--- config.mk ---
export PLATFORM = sky130hd
export DESIGN_NAME = tspr_cell
export DESIGN_NICKNAME = d
export VERILOG_FILES = /design/src/hw/rtl/tspr_pkg.sv /design/src/hw/rtl/tspr_cell.sv
export SDC_FILE = /design/constraint.sdc
export NUM_CORES = 1
export LEC_CHECK = 0
export ABC_AREA = 1
export ABC_CLOCK_PERIOD_IN_PS = 6300
export BUFFER_PORTS_ARGS = -buffer_cell sky130_fd_sc_hd__buf_2
export CORE_ASPECT_RATIO = 1.75
export CORE_UTILIZATION = 50
export DETAILED_ROUTE_END_ITERATION = 8
export PLACE_DENSITY = 0.74
export SLEW_MARGIN = 30
export SYNTH_ARGS = -nofsm -noshare
export SYNTH_HDL_FRONTEND = slang
export SYNTH_SLANG_ARGS = --single-unit
--- constraint.sdc ---
create_clock -name i_clk -period 6.3 [get_ports i_clk]
set_clock_uncertainty 0.2 [all_clocks]
set_input_delay 1.26 -clock i_clk [delete_from_list [all_inputs] [get_ports i_clk]]
set_output_delay 1.26 -clock i_clk [all_outputs]
set_load 0.01 [all_outputs]
--- src/hw/rtl/tspr_pkg.sv ---
`timescale 1ns / 1ps
// ----------------------------------------------------------------------------
// tspr_pkg
// Shared constants, codes and types for the tile and sprite pixel renderer.
// ----------------------------------------------------------------------------
package tspr_pkg;

    localparam int SCREEN_WIDTH_DEF       = 160;
    localparam int SCREEN_HEIGHT_DEF      = 144;
    localparam int SPRITE_TABLE_BYTES_DEF = 160;
    localparam int VIDEO_MEMORY_BYTES     = 8192;

    localparam int VADDR_W = 13;

    localparam logic [1:0] KIND_VRAM   = 2'd0;
    localparam logic [1:0] KIND_SPRITE = 2'd1;
    localparam logic [1:0] KIND_RENDER = 2'd2;

    localparam logic [1:0] REG_LCDC = 2'd0;
    localparam logic [1:0] REG_SCX  = 2'd1;
    localparam logic [1:0] REG_SCY  = 2'd2;
    localparam logic [1:0] REG_BGP  = 2'd3;

    localparam logic [12:0] MAP_LOW_BASE     = 13'h1800;
    localparam logic [12:0] MAP_HIGH_BASE    = 13'h1C00;
    localparam logic [12:0] DATA_SIGNED_BASE = 13'h0800;
    localparam logic [7:0]  SPRITE_Y_BIAS    = 8'd16;
    localparam logic [7:0]  SPRITE_X_BIAS    = 8'd8;
    localparam logic [7:0]  SIGNED_ID_FLIP   = 8'd128;
    localparam logic [1:0]  SHADE_MASK       = 2'b11;

    // sprite hit that travels along the cell chain
    typedef struct packed {
        logic       hit;
        logic [7:0] tile;
        logic [2:0] sx;
        logic [2:0] sy;
    } t_hit;

    // pick the shade of a color number from a palette byte
    function automatic logic [1:0] pal_map(input logic [7:0] pal, input logic [1:0] num);
        logic [1:0] s;
        begin
            case (num)
                2'd0:    s = pal[1:0];
                2'd1:    s = pal[3:2];
                2'd2:    s = pal[5:4];
                default: s = pal[7:6];
            endcase
            return s & SHADE_MASK;
        end
    endfunction

endpackage

--- src/hw/rtl/tspr_cell.sv ---
`timescale 1ns / 1ps
// ----------------------------------------------------------------------------
// tspr_cell
// One sprite slot: holds a four byte entry, tests it against the pixel and
// passes the latest covering hit on to its neighbor.
// ----------------------------------------------------------------------------
module tspr_cell
    import tspr_pkg::*;
#(
    parameter int SCREEN_WIDTH  = SCREEN_WIDTH_DEF,
    parameter int SCREEN_HEIGHT = SCREEN_HEIGHT_DEF
) (
    input  logic       i_clk,
    input  logic       i_rst_n,
    input  logic       i_we,
    input  logic [1:0] i_byte,
    input  logic [7:0] i_data,
    input  logic [7:0] i_px,
    input  logic [7:0] i_ln,
    input  t_hit       i_hit,
    output t_hit       o_hit
);
    logic [7:0] r_y, r_x, r_tile, r_flags;
    logic [7:0] top, left, dy, dx;
    logic       covering;
    t_hit       r_hit;

    always_ff @(posedge i_clk) begin
        if (!i_rst_n) begin
            r_y <= '0; r_x <= '0; r_tile <= '0; r_flags <= '0;
        end else if (i_we) begin
            case (i_byte)
                2'd0:    r_y     <= i_data;
                2'd1:    r_x     <= i_data;
                2'd2:    r_tile  <= i_data;
                default: r_flags <= i_data;
            endcase
        end
    end

    always_comb begin
        top   = r_y - SPRITE_Y_BIAS;
        left  = r_x - SPRITE_X_BIAS;
        dy    = i_ln - top;
        dx    = i_px - left;
        // column beyond the screen is dropped, no wrap
        covering = (r_y >= SPRITE_Y_BIAS)
                 && ({1'b0, r_y} < 9'(SCREEN_HEIGHT) + 9'(SPRITE_Y_BIAS))
                 && ({1'b0, left} < 9'(SCREEN_WIDTH))
                 && (i_ln >= top) && (dy < 8'd8)
                 && (i_px >= left) && (dx < 8'd8);
    end

    always_ff @(posedge i_clk) begin
        if (!i_rst_n) begin
            r_hit <= '0;
        end else if (covering) begin
            r_hit.hit  <= 1'b1;
            r_hit.tile <= r_tile;
            r_hit.sy   <= r_flags[6] ? ~dy[2:0] : dy[2:0];
            r_hit.sx   <= r_flags[5] ? ~dx[2:0] : dx[2:0];
        end else begin
            r_hit <= i_hit;
        end
    end

    assign o_hit = r_hit;
endmodule

==> results of run 1 <==
-- through the flow --
stage                     std cells  utilization [%]
after detailed placement        532             58.1
after global routing            540             60.3
after floorplan                 412                -
after global placement          532             58.1
final                           540             60.3
after CTS                       540             60.3
-- cells in the mapped netlist --
master,number
nor2_8,1
or2_1,1
o2111ai_2,1
xnor2_1,5
nor3b_1,1
ha_1,19
nand3_1,26
inv_1,59
and2_1,1
nor2_4,1
nor2_2,3
or2_4,1
nand3b_1,3
nand3_2,4
nand4_1,19
xor2_1,6
inv_2,5
nand2_1,85
o21ai_0,26
nand2_2,4
a21oi_1,30
dfxtp_1,41
fa_1,2
buf_6,1
a21oi_2,3
buf_2,1
clkbuf_1,7
buf_4,2
nor2_1,52
buf_1,1
o21a_1,1
-- power by group through the flow --
stage,clock network (mW),logic [mW],registers (mW)
after floorplan,0,0.169,0.287
after global placement,0,0.224,0.285
after detailed placement,0,0.229,0.285
after CTS,0.223,0.230,0.279
after global routing,0.235,0.259,0.280
final,0.219,0.231,0.279
-- state kept, by name (all words and copies together), names as in the netlist --
| name | cells |
|---|---|
| r_flags | 2 |
| r_x | 8 |
| r_tile | 8 |
| o_hit | 15 |
| r_y | 8 |
-- cells by family (layout without fill, tap and decap cells) --
| group | Yosys count | in the layout | share of synthesized area [%] |
|---|---|---|---|
| xor gates and xnor gates | 11 | 11 | 3.50 |
| AOI/OAI and AO/OA | 61 | 61 | 11.9 |
| buffers and inverters | 76 | 130 | 10.9 |
| adders and majority gates | 21 | 21 | 10.1 |
| DFF | 41 | 41 | 29.8 |
| and+or+nand+nor | 202 | 202 | 33.7 |
-- routing by layer --
| metal | up-vias | global-route usage, % | routed length [µm] |
|---|---|---|---|
| met5 | - | 0 | 0 |
| li1 | 1425 | - | - |
| met1 | 1185 | 24.9 | 2650 |
| met2 | 71 | 45.7 | 3510 |
| met4 | 0 | 10.6 | 190 |
| met3 | 15 | 3.22 | 206 |
-- worst register-to-register path: stages, from the launching register on --
cell and delay, ns:
dfxtp_1 0.37, inv_1 0.09, ha_1 0.24, nand3_1 0.09, nand2_1 0.05, nand2_1 0.07, inv_1 0.05, ha_1 0.33
nand2_1 0.10, o2111ai_2 0.65, nand3_2 0.21, nor2_4 0.32, nor2_1 0.07, nor2_1 0.10
-- final cells by class --
type | count | area [µm²]
fillers | 517 | 2110
multi-input cells | 295 | 1630
flip-flops and latches | 41 | 821
repair buffers | 58 | 290
inverters | 64 | 240
well taps | 74 | 92.6
clock buffers | 7 | 86.3
clock inverters | 1 | 30.0
-- worst max-delay path by stage --
| stage | end | slack (ns) | cells after the start |
|---|---|---|---|
| floorplan | o_hit[3]$_SDFF_PN0_ | 3.05 | 16 |
| global placement | o_hit[6]$_SDFF_PN0_ | 2.53 | 16 |
| detailed placement | o_hit[7]$_SDFF_PN0_ | 2.52 | 16 |
| CTS | o_hit[8]$_SDFF_PN0_ | 2.81 | 16 |
| global route | o_hit[8]$_SDFF_PN0_ | 2.67 | 16 |
| finish | o_hit[8]$_SDFF_PN0_ | 2.80 | 16 |
==> metrics.cfg, run 1 <==
[die]
die_w_um = 58.1
core-area_um2 = 5300
rows = 35
die_area_um2 = 5820
boundaryPins = 59
die_h_um = 100
initial_core_util_pct = 52.0

[clock_network]
htreeDepth = 2
cts_hold_buf = 0
cts.sinks = 41
post_cts_buffers = 0
clock_latency_ns = 0.30
clockBufferDepth = 2
cts_tree = done
numCtsBuffers = 5
clk_pin_slew_worst_paths_ns = 0.08
cts_root_buf = clkbuf_8
cts_resized = 0

[logic_synthesis]
synth-seq-cells = 41
ys_types = 31
yosys_warnings = 0
avgSynthCellArea_um2 = 6.69
synthTopCellsByArea = dfxtp_1 (30%), nand2_1 (12%), ha_1 (8.6%), inv_1 (8.0%), nor2_1 (7.1%)
syn-cell-area_um2 = 2760
synth_top_area_share_pct = 29.8
ys_seq_area_share_pct = 29.8
netlist_instances = 412
syn_nets = 477
post-synth-top-area-cell = dfxtp_1

[routing]
num_vias = 2696
vias_per_cell = 4.99
wl_um = 6550
drcViolationCount = 1
drt-pass1-iter-count = 6
drtIter0Drc = 82
wl_per_cell_um = 12.1
ant_nets = 0

[global_route]
grt.total_usage_pct = 23.9
antenna_found_initial = 0
grt_pass1_vias = 2553
grt-ovfl-total = 0
grt_max_degree = 42
grt_pass1_wl_um = 10800

[finish]
final_common_cell = nand2_1
final_area_um2 = 3190
area_delta_synth_final_pct = 15.9
nNetsFinal = 530
drive_gt1_share_pct = 18.9
layout_common_cells = nand2_1 (85), inv_1 (59), buf_2 (58)
diodes = 0

[critical_path]
startpoint = i_px[0]
cp_slowest_stage_delay_ns = 0.44
rr_endpoint = o_hit[6]$_SDFF_PN0_
crit_chain = buf_2 > inv_1 > ha_1 > fa_1 > inv_1 > nand3_2 > nand2_1 > nand2_1 > nand3_1 > nand2_1 > inv_1 > nand3_1 > nor2_2 > nand4_1 > nand2_1 > nor2_1
timing.rr.start = r_x[3]$_SDFFE_PN0P_
path_buf_inv = 4
timing.reg2reg.worst_path_depth = 13
cpMostUsedCell = nand2_1
cp_top_family = simple AND/OR/NAND/NOR gates
r2r_slack_ns = 3.29
critPathArrivalTime_ns = 3.49
critPathKind = input pin to flop
cp-start-kind = input pin
cp_max_fo = 14
endpoint_kind = flop
cp_slowest_cell = nor2_2
required_ns = 6.29

[sta]
fin_setup_tns_ns = 0
relSlewSlack_pct = 49.0
rsz0062_at_grt = no
finalCriticalPeriod_ns = 3.50
setup_ws_ns = 2.80
slew_violations = 0
setup_viol = 0
max_freq_ghz = 0.286
holdWs_ns = 0.263
tightestPinTransition_ns = 0.764
post-route-period-util_pct = 55.5
hold_viol = 0

[outcome]
status = complete, but fails checks
violations = design-rule violations

[placement]
placed_area_um2 = 3080
hpwl_um = 5210
dp_slack_ns = 2.52
place_congestion = 0.812
port_buffers = 58

[hold_path]
min_to = r_tile[5]$_SDFFE_PN0P_
holdCritStartpoint = r_tile[5]$_SDFFE_PN0P_
hold_path.class = flop to flop
hold_depth = 2

[pwr]
p_leak_nw = 1.63
seqPwrFrac_pct = 38.3
clkPwrFrac_pct = 30.1
swShare_pct = 33.3
p_per_area_nw_per_um2 = 228
power_frac_comb_pct = 31.6
ir_worst_vdd_uv = 81.5
p_sw_mw = 0.243
internal_power_mw = 0.486
total_power_mw = 0.729

[run]
drv_cap = 0

No activity file was read; power rests on OpenSTA's default activity.
==> inputs of run 2 (changes only) <==
--- a/config.mk
+++ b/config.mk
@@ -5,13 +5,13 @@
 export SDC_FILE = /design/constraint.sdc
 export NUM_CORES = 1
 export LEC_CHECK = 0
-export ABC_AREA = 1
-export ABC_CLOCK_PERIOD_IN_PS = 6300
+export ABC_AREA = 0
+export ABC_CLOCK_PERIOD_IN_PS = 3200
 export BUFFER_PORTS_ARGS = -buffer_cell sky130_fd_sc_hd__buf_2
 export CORE_ASPECT_RATIO = 1.75
-export CORE_UTILIZATION = 50
+export CORE_UTILIZATION = 49
 export DETAILED_ROUTE_END_ITERATION = 8
-export PLACE_DENSITY = 0.74
+export PLACE_DENSITY = 0.76
 export SLEW_MARGIN = 30
 export SYNTH_ARGS = -nofsm -noshare
 export SYNTH_HDL_FRONTEND = slang
==> constraint.sdc (replaced) <==
create_clock -name i_clk -period 3.2 [get_ports i_clk]
set_clock_uncertainty 0.2 [all_clocks]
set_input_delay 0.64 -clock i_clk [delete_from_list [all_inputs] [get_ports i_clk]]
set_output_delay 0.64 -clock i_clk [all_outputs]
set_load 0.01 [all_outputs]
==> metrics.cfg, run 2 <==
[sta]
setup_viol = 0  ; unchanged
rsz0062_at_grt = no  ; unchanged
relSlewSlack_pct = 47.3  ; was 49.0%
post-route-period-util_pct = 94.8
hold_viol = 0  ; unchanged
holdWs_ns = 0.262  ; was 0.263 ns
finalCriticalPeriod_ns = 3.03
max_freq_ghz = 0.330
fin_setup_tns_ns = 0  ; unchanged
tightestPinTransition_ns = 0.790  ; was 0.764 ns
slew_violations = 0  ; unchanged

[routing]
drcViolationCount = 14  ; was 1
ant_nets = 0  ; unchanged
drtIter0Drc = 66  ; was 82
num_vias = 2232  ; was 2696
wl_per_cell_um = 14.3  ; was 12.1 µm
drt-pass1-iter-count = 7  ; was 6
wl_um = 5860  ; was 6550 µm
vias_per_cell = 5.46  ; was 4.99

[clock_network]
clockBufferDepth = 2  ; unchanged
cts_root_buf = clkbuf_8  ; unchanged
clk_pin_slew_worst_paths_ns = 0.08  ; about the same
cts_tree = done  ; unchanged
cts.sinks = 41  ; unchanged
clock_latency_ns = 0.30  ; about the same
numCtsBuffers = 5  ; unchanged
htreeDepth = 2  ; unchanged
cts_hold_buf = 0  ; unchanged

[logic_synthesis]
post-synth-top-area-cell = dfxtp_1  ; unchanged
avgSynthCellArea_um2 = 8.74  ; was 6.69 µm²
ys_seq_area_share_pct = 31.7  ; was 29.8%
ys_top_cells_by_count = dfxtp_1 (41), mux2i_1 (36), nand2_1 (32)  ; was nand2_1 (85), inv_1 (59), nor2_1 (52)
synthTopCellsByArea = dfxtp_1 (32%), mux2i_1 (14%), ha_1 (9.2%), nor2b_1 (7.3%), nand2_1 (4.6%)  ; was dfxtp_1 (30%), nand2_1 (12%), ha_1 (8.6%), inv_1 (8.0%), nor2_1 (7.1%)
syn-cell-area_um2 = 2590  ; was 2760 µm²
ys_types = 43  ; was 31
async_reset_ff_share_pct = 0  ; unchanged
synth-edff-count = 0  ; unchanged
yosys_warnings = 0  ; unchanged
yosysMostFrequentCell = dfxtp_1  ; was nand2_1
syn_nets = 361  ; was 477
netlist_instances = 296  ; was 412
synth-seq-cells = 41  ; unchanged
synth_top_area_share_pct = 31.7  ; was 29.8%
synthFlopType = dfxtp_1  ; unchanged

[pwr]
p_leak_nw = 1.41  ; was 1.63 nW
p_per_area_nw_per_um2 = 409  ; was 228 nW/µm²
total_power_mw = 1.25  ; was 0.729 mW
ir_worst_vdd_uv = 210  ; was 81.5 µV

[global_route]
grt_pass1_vias = 2204  ; was 2553
grt_max_degree = 56  ; was 42
grt-ovfl-total = 0  ; unchanged
grt_pass1_wl_um = 9680  ; was 10800 µm
grt.total_usage_pct = 22.5  ; was 23.9%
antenna_found_initial = 0  ; unchanged

[die]
die_h_um = 98.1  ; was 100 µm
boundaryPins = 59  ; unchanged
rows = 34  ; was 35
die_area_um2 = 5590  ; was 5820 µm²
die_w_um = 56.9  ; was 58.1 µm
core-area_um2 = 5020  ; was 5300 µm²
initial_core_util_pct = 51.5  ; was 52.0%

[critical_path]
critPathKind = flop to flop  ; was input pin to flop
endpoint_kind = flop  ; unchanged
cp_top_family = compound AO/OA/AOI/OAI gates  ; was simple AND/OR/NAND/NOR gates
path_buf_inv = 2  ; was 4
cp_slowest_cell = a2111oi_2  ; was nor2_2
crit_chain = inv_1 > ha_1 > xnor2_1 > ha_1 > nand3_1 > a21oi_1 > a2111oi_2 > o221a_1 > and4_1 > buf_12 > mux2i_1  ; was buf_2 > inv_1 > ha_1 > fa_1 > inv_1 > nand3_2 > nand2_1 > nand2_1 > nand3_1 > nand2_1 > inv_1 > nand3_1 > nor2_2 > nand4_1 > nand2_1 > nor2_1
cpMostUsedCell = ha_1  ; was nand2_1
critPathArrivalTime_ns = 3.06  ; was 3.49 ns
required_ns = 3.23  ; was 6.29 ns
cp-start-kind = flop  ; was input pin
cp_max_fo = 15  ; was 14
cp_slowest_stage_delay_ns = 0.48  ; was 0.44 ns

[outcome]
status = complete, but fails checks  ; unchanged
violations = design-rule violations  ; unchanged

[placement]
place_congestion = 0.913  ; was 0.812
hpwl_um = 4570  ; was 5210 µm
port_buffers = 58  ; unchanged

[finish]
nNetsFinal = 420  ; was 530
drive_gt1_share_pct = 22.0  ; was 18.9%
diodes = 0  ; unchanged
layout_common_cells = buf_2 (58), dfxtp_1 (41), mux2i_1 (36)  ; was nand2_1 (85), inv_1 (59), buf_2 (58)
final_common_cell = buf_2  ; was nand2_1
fin_util_pct = 61.1  ; was 60.3%
area_delta_synth_final_pct = 18.5  ; was 15.9%
largest_reg_flops = 15  ; unchanged

[run]
drv_cap = 0  ; unchanged

[hold_path]
hold_path.class = flop to flop  ; unchanged

==> run 2: changes by cell type after synthesis, sizes merged, moves of 26 or more <==
| cell | delta |
|---|---|
| nand3 | -26 |
| nor2 | -44 |
| nor2b | +30 |
| nand2 | -57 |
| inv | -47 |
| mux2i | +36 |
==> run 2: metal layers <==
layer / wire length [µm] / vias up / GRT usage, %
met1: 2220 / 1010 / 23.5
met5: 0 / - / 0
li1: - / 1139 / -
met4: 274 / 0 / 14.1
met3: 243 / 18 / 2.91
met2: 3120 / 65 / 41.0
==> run 2: final timing paths <==
kind | from | endpoint | slack, ns | cells after the start
min reg2reg | r_tile[6]$_SDFFE_PN0P_ | o_hit[12]$_SDFF_PN0_ | 0.26 | 2
max reg2reg | r_x[4]$_SDFFE_PN0P_ | o_hit[11]$_SDFF_PN0_ | 0.17 | 11
min | r_tile[6]$_SDFFE_PN0P_ | o_hit[12]$_SDFF_PN0_ | 0.26 | 2
max | r_x[4]$_SDFFE_PN0P_ | o_hit[11]$_SDFF_PN0_ | 0.17 | 11
==> run 2: cell type report <==
class | count | area, µm²
repair buffers | 63 | 340
fillers | 460 | 1950
clock buffers | 5 | 68.8
well taps | 54 | 67.6
clock inverters | 2 | 35.0
inverters | 17 | 63.8
flip-flops and latches | 41 | 821
multi-input cells | 227 | 1670
==> run 2: worst min-delay path: stages, from the launching register on <==
cell     delay [ns]
dfxtp_1        0.31
nand2_1        0.05
mux2i_1        0.05
==> run 2: cell families after synthesis <==
family          count (synthesis)  share of synthesized area (%)
simple gates                  102                           20.5
compound gates                 52                           12.8
flops                          41                           31.7
mux                            36                           13.9
buf+inv                        28                           4.98
fa+ha+maj                      21                           10.7
xor+xnor                       16                           5.42
==> run 2: per-stage QoR <==
stage          instances  setup slack [ns]  instance area, µm²
2_1_floorplan        296             0.240                2590
3_3_place_gp         401            -0.180                2920
3_5_place_dp         401            -0.197                2920
4_1_cts              408            0.0314                3030
5_1_grt              409           0.00780                3070
6_report             409             0.165                3070
==> run 2: repair_timing <==
item,4_1_cts,5_1_grt
gates resized for setup,1,6
setup buffers,0,1
endpoints found under the setup margin,14,15
pin swaps,0,4
==> run 2: report_power, final <==
part	total, mW	internal (mW)	leakage [nW]	switching (mW)
clock network	0.403	0.227	0.0540	0.177
logic	0.307	0.142	1.02	0.165
registers	0.543	0.531	0.336	0.0118
total	1.25	0.900	1.41	0.353
==> inputs of run 3 (changes only) <==
--- a/config.mk
+++ b/config.mk
@@ -9,6 +9,7 @@
 export ABC_CLOCK_PERIOD_IN_PS = 3200
 export BUFFER_PORTS_ARGS = -buffer_cell sky130_fd_sc_hd__buf_2
 export CORE_ASPECT_RATIO = 1.75
+export CORE_MARGIN = 5
 export CORE_UTILIZATION = 49
 export DETAILED_ROUTE_END_ITERATION = 8
 export PLACE_DENSITY = 0.76
==> metrics.cfg, run 3 (synthesis gave the netlist of run 2 again) <==
[placement]
place_congestion = 0.876  ; was 0.913
port_buffers = 58  ; unchanged
hpwl_um = 4770  ; was 4570 µm
dp_slack_ns = -0.188  ; was -0.197 ns
placed_area_um2 = 2950  ; was 2920 µm²
place_inst = 406  ; was 401

[die]
die_area_um2 = 6890  ; was 5590 µm²
initial_core_util_pct = 49.7  ; was 51.5%
core-area_um2 = 5210  ; was 5020 µm²
boundaryPins = 59  ; unchanged
die_w_um = 64.9  ; was 56.9 µm
die_h_um = 106  ; was 98.1 µm
rows = 35  ; was 34

[routing]
wl_um = 6040  ; was 5860 µm
drt-pass1-iter-count = 6  ; was 7
drtIter0Drc = 99  ; was 66
num_vias = 2249  ; was 2232
ant_nets = 0  ; unchanged
drcViolationCount = 0  ; was 14
wl_per_cell_um = 14.5  ; was 14.3 µm
vias_per_cell = 5.41  ; was 5.46

[sta]
relSlewSlack_pct = 46.7  ; was 47.3%
setup_viol = 0  ; unchanged
slew_violations = 0  ; unchanged
finalCriticalPeriod_ns = 3.03  ; about the same
fin_setup_tns_ns = 0  ; unchanged
tightestPinTransition_ns = 0.800  ; was 0.790 ns
rsz0062_at_grt = no  ; unchanged
hold_viol = 0  ; unchanged
post-route-period-util_pct = 94.7  ; was 94.8%
setup_ws_ns = 0.169  ; was 0.165 ns
holdWs_ns = 0.260  ; was 0.262 ns
max_freq_ghz = 0.330  ; about the same

[global_route]
grt-ovfl-total = 0  ; unchanged
grt.total_usage_pct = 17.5  ; was 22.5%
grt_pass1_wl_um = 9430  ; was 9680 µm
antenna_found_initial = 0  ; unchanged
grt_pass1_vias = 2079  ; was 2204
grt_max_degree = 56  ; unchanged

[critical_path]
required_ns = 3.22  ; was 3.23 ns
path_buf_inv = 3  ; was 2
endpoint_kind = flop  ; unchanged
cp-start-kind = flop  ; unchanged
cp_max_fo = 5  ; was 15
cp_slowest_cell = dfxtp_1  ; was a2111oi_2
critPathArrivalTime_ns = 3.05  ; was 3.06 ns
crit_chain = inv_1 > ha_1 > nand2_1 > xor2_1 > ha_1 > buf_4 > a211o_1 > a21oi_1 > and3_1 > o221a_1 > and4_4 > buf_4 > mux2i_1  ; was inv_1 > ha_1 > xnor2_1 > ha_1 > nand3_1 > a21oi_1 > a2111oi_2 > o221a_1 > and4_1 > buf_12 > mux2i_1
critPathKind = flop to flop  ; unchanged
cp_top_family = compound AO/OA/AOI/OAI gates  ; unchanged
cp_slowest_stage_delay_ns = 0.40  ; was 0.48 ns

[finish]
largest_reg_flops = 15  ; unchanged
final_area_um2 = 3110  ; was 3070 µm²
drive_gt1_share_pct = 23.3  ; was 22.0%
area_delta_synth_final_pct = 20.1  ; was 18.5%
fin_util_pct = 59.6  ; was 61.1%
final_common_cell = buf_2  ; unchanged
layout_common_cells = buf_2 (58), dfxtp_1 (40), mux2i_1 (36)  ; was buf_2 (58), dfxtp_1 (41), mux2i_1 (36)
stdcell_count = 416  ; was 409
nNetsFinal = 425  ; was 420
diodes = 0  ; unchanged

[pwr]
total_power_mw = 1.28  ; was 1.25 mW
internal_power_mw = 0.927  ; was 0.900 mW
power_frac_comb_pct = 23.9  ; was 24.5%
swShare_pct = 27.8  ; was 28.2%
p_leak_nw = 1.44  ; was 1.41 nW
p_sw_mw = 0.356  ; was 0.353 mW
p_per_area_nw_per_um2 = 413  ; was 409 nW/µm²
ir_worst_vdd_uv = 169  ; was 210 µV
clkPwrFrac_pct = 33.8  ; was 32.2%
seqPwrFrac_pct = 42.3  ; was 43.3%

[clock_network]
cts_root_buf = clkbuf_8  ; unchanged
cts_hold_buf = 0  ; unchanged
clockBufferDepth = 2  ; unchanged
numCtsBuffers = 5  ; unchanged
clk_pin_slew_worst_paths_ns = 0.08  ; about the same
cts.sinks = 41  ; unchanged
cts_tree = done  ; unchanged
clock_latency_ns = 0.30  ; about the same
htreeDepth = 2  ; unchanged

[hold_path]
hold_path.class = flop to flop  ; unchanged

[run]
drv_cap = 0  ; unchanged

[outcome]
status = completed  ; was complete, but fails checks

-- run 3: routing by layer --
layer	vias up	part of all wire (%)	global-route usage, %
li1	1151	-	-
met1	1035	39	17.4
met2	51	54	34.6
met3	12	3.9	2.33
met4	0	3.2	7.41
met5	-	0	0
-- run 3: path summary, 6_finish.rpt --
check                         start              endpoint  slack [ns]  cells past startpoint
min          r_tile[6]$_SDFFE_PN0P_  o_hit[12]$_SDFF_PN0_        0.26                      2
max             r_x[4]$_SDFFE_PN0P_   o_hit[1]$_SDFF_PN0_        0.17                     13
min reg2reg  r_tile[6]$_SDFFE_PN0P_  o_hit[12]$_SDFF_PN0_        0.26                      2
max reg2reg     r_x[4]$_SDFFE_PN0P_   o_hit[1]$_SDFF_PN0_        0.17                     13
-- run 3: area by class of cell --
class / count / area, µm²
clock buffer: 6 / 82.6
clock inverter: 2 / 37.5
fill: 481 / 2100
inverter: 17 / 63.8
multi-input combinational: 227 / 1650
sequential: 41 / 822
tap: 55 / 68.8
timing repair buffer: 68 / 378
-- run 3: worst min-delay path: stages, from the launching register on --
cell	delay (ns)
dfxtp_1	0.31
nand2_1	0.05
mux2i_1	0.05
-- run 3: power by group through the flow --
stage	sequential, mW	clock (mW)	combinational (mW)
6_report	0.543	0.434	0.306
5_1_grt	0.545	0.469	0.338
4_1_cts	0.543	0.441	0.296
3_5_place_dp	0.555	0	0.293
3_3_place_gp	0.554	0	0.289
2_1_floorplan	0.558	0	0.192
-- run 3: timing repair --
item	in CTS	in global routing
pin swaps	0	2
endpoints found under the setup margin	14	14
buffers inserted	0	2
gates resized for setup	1	7
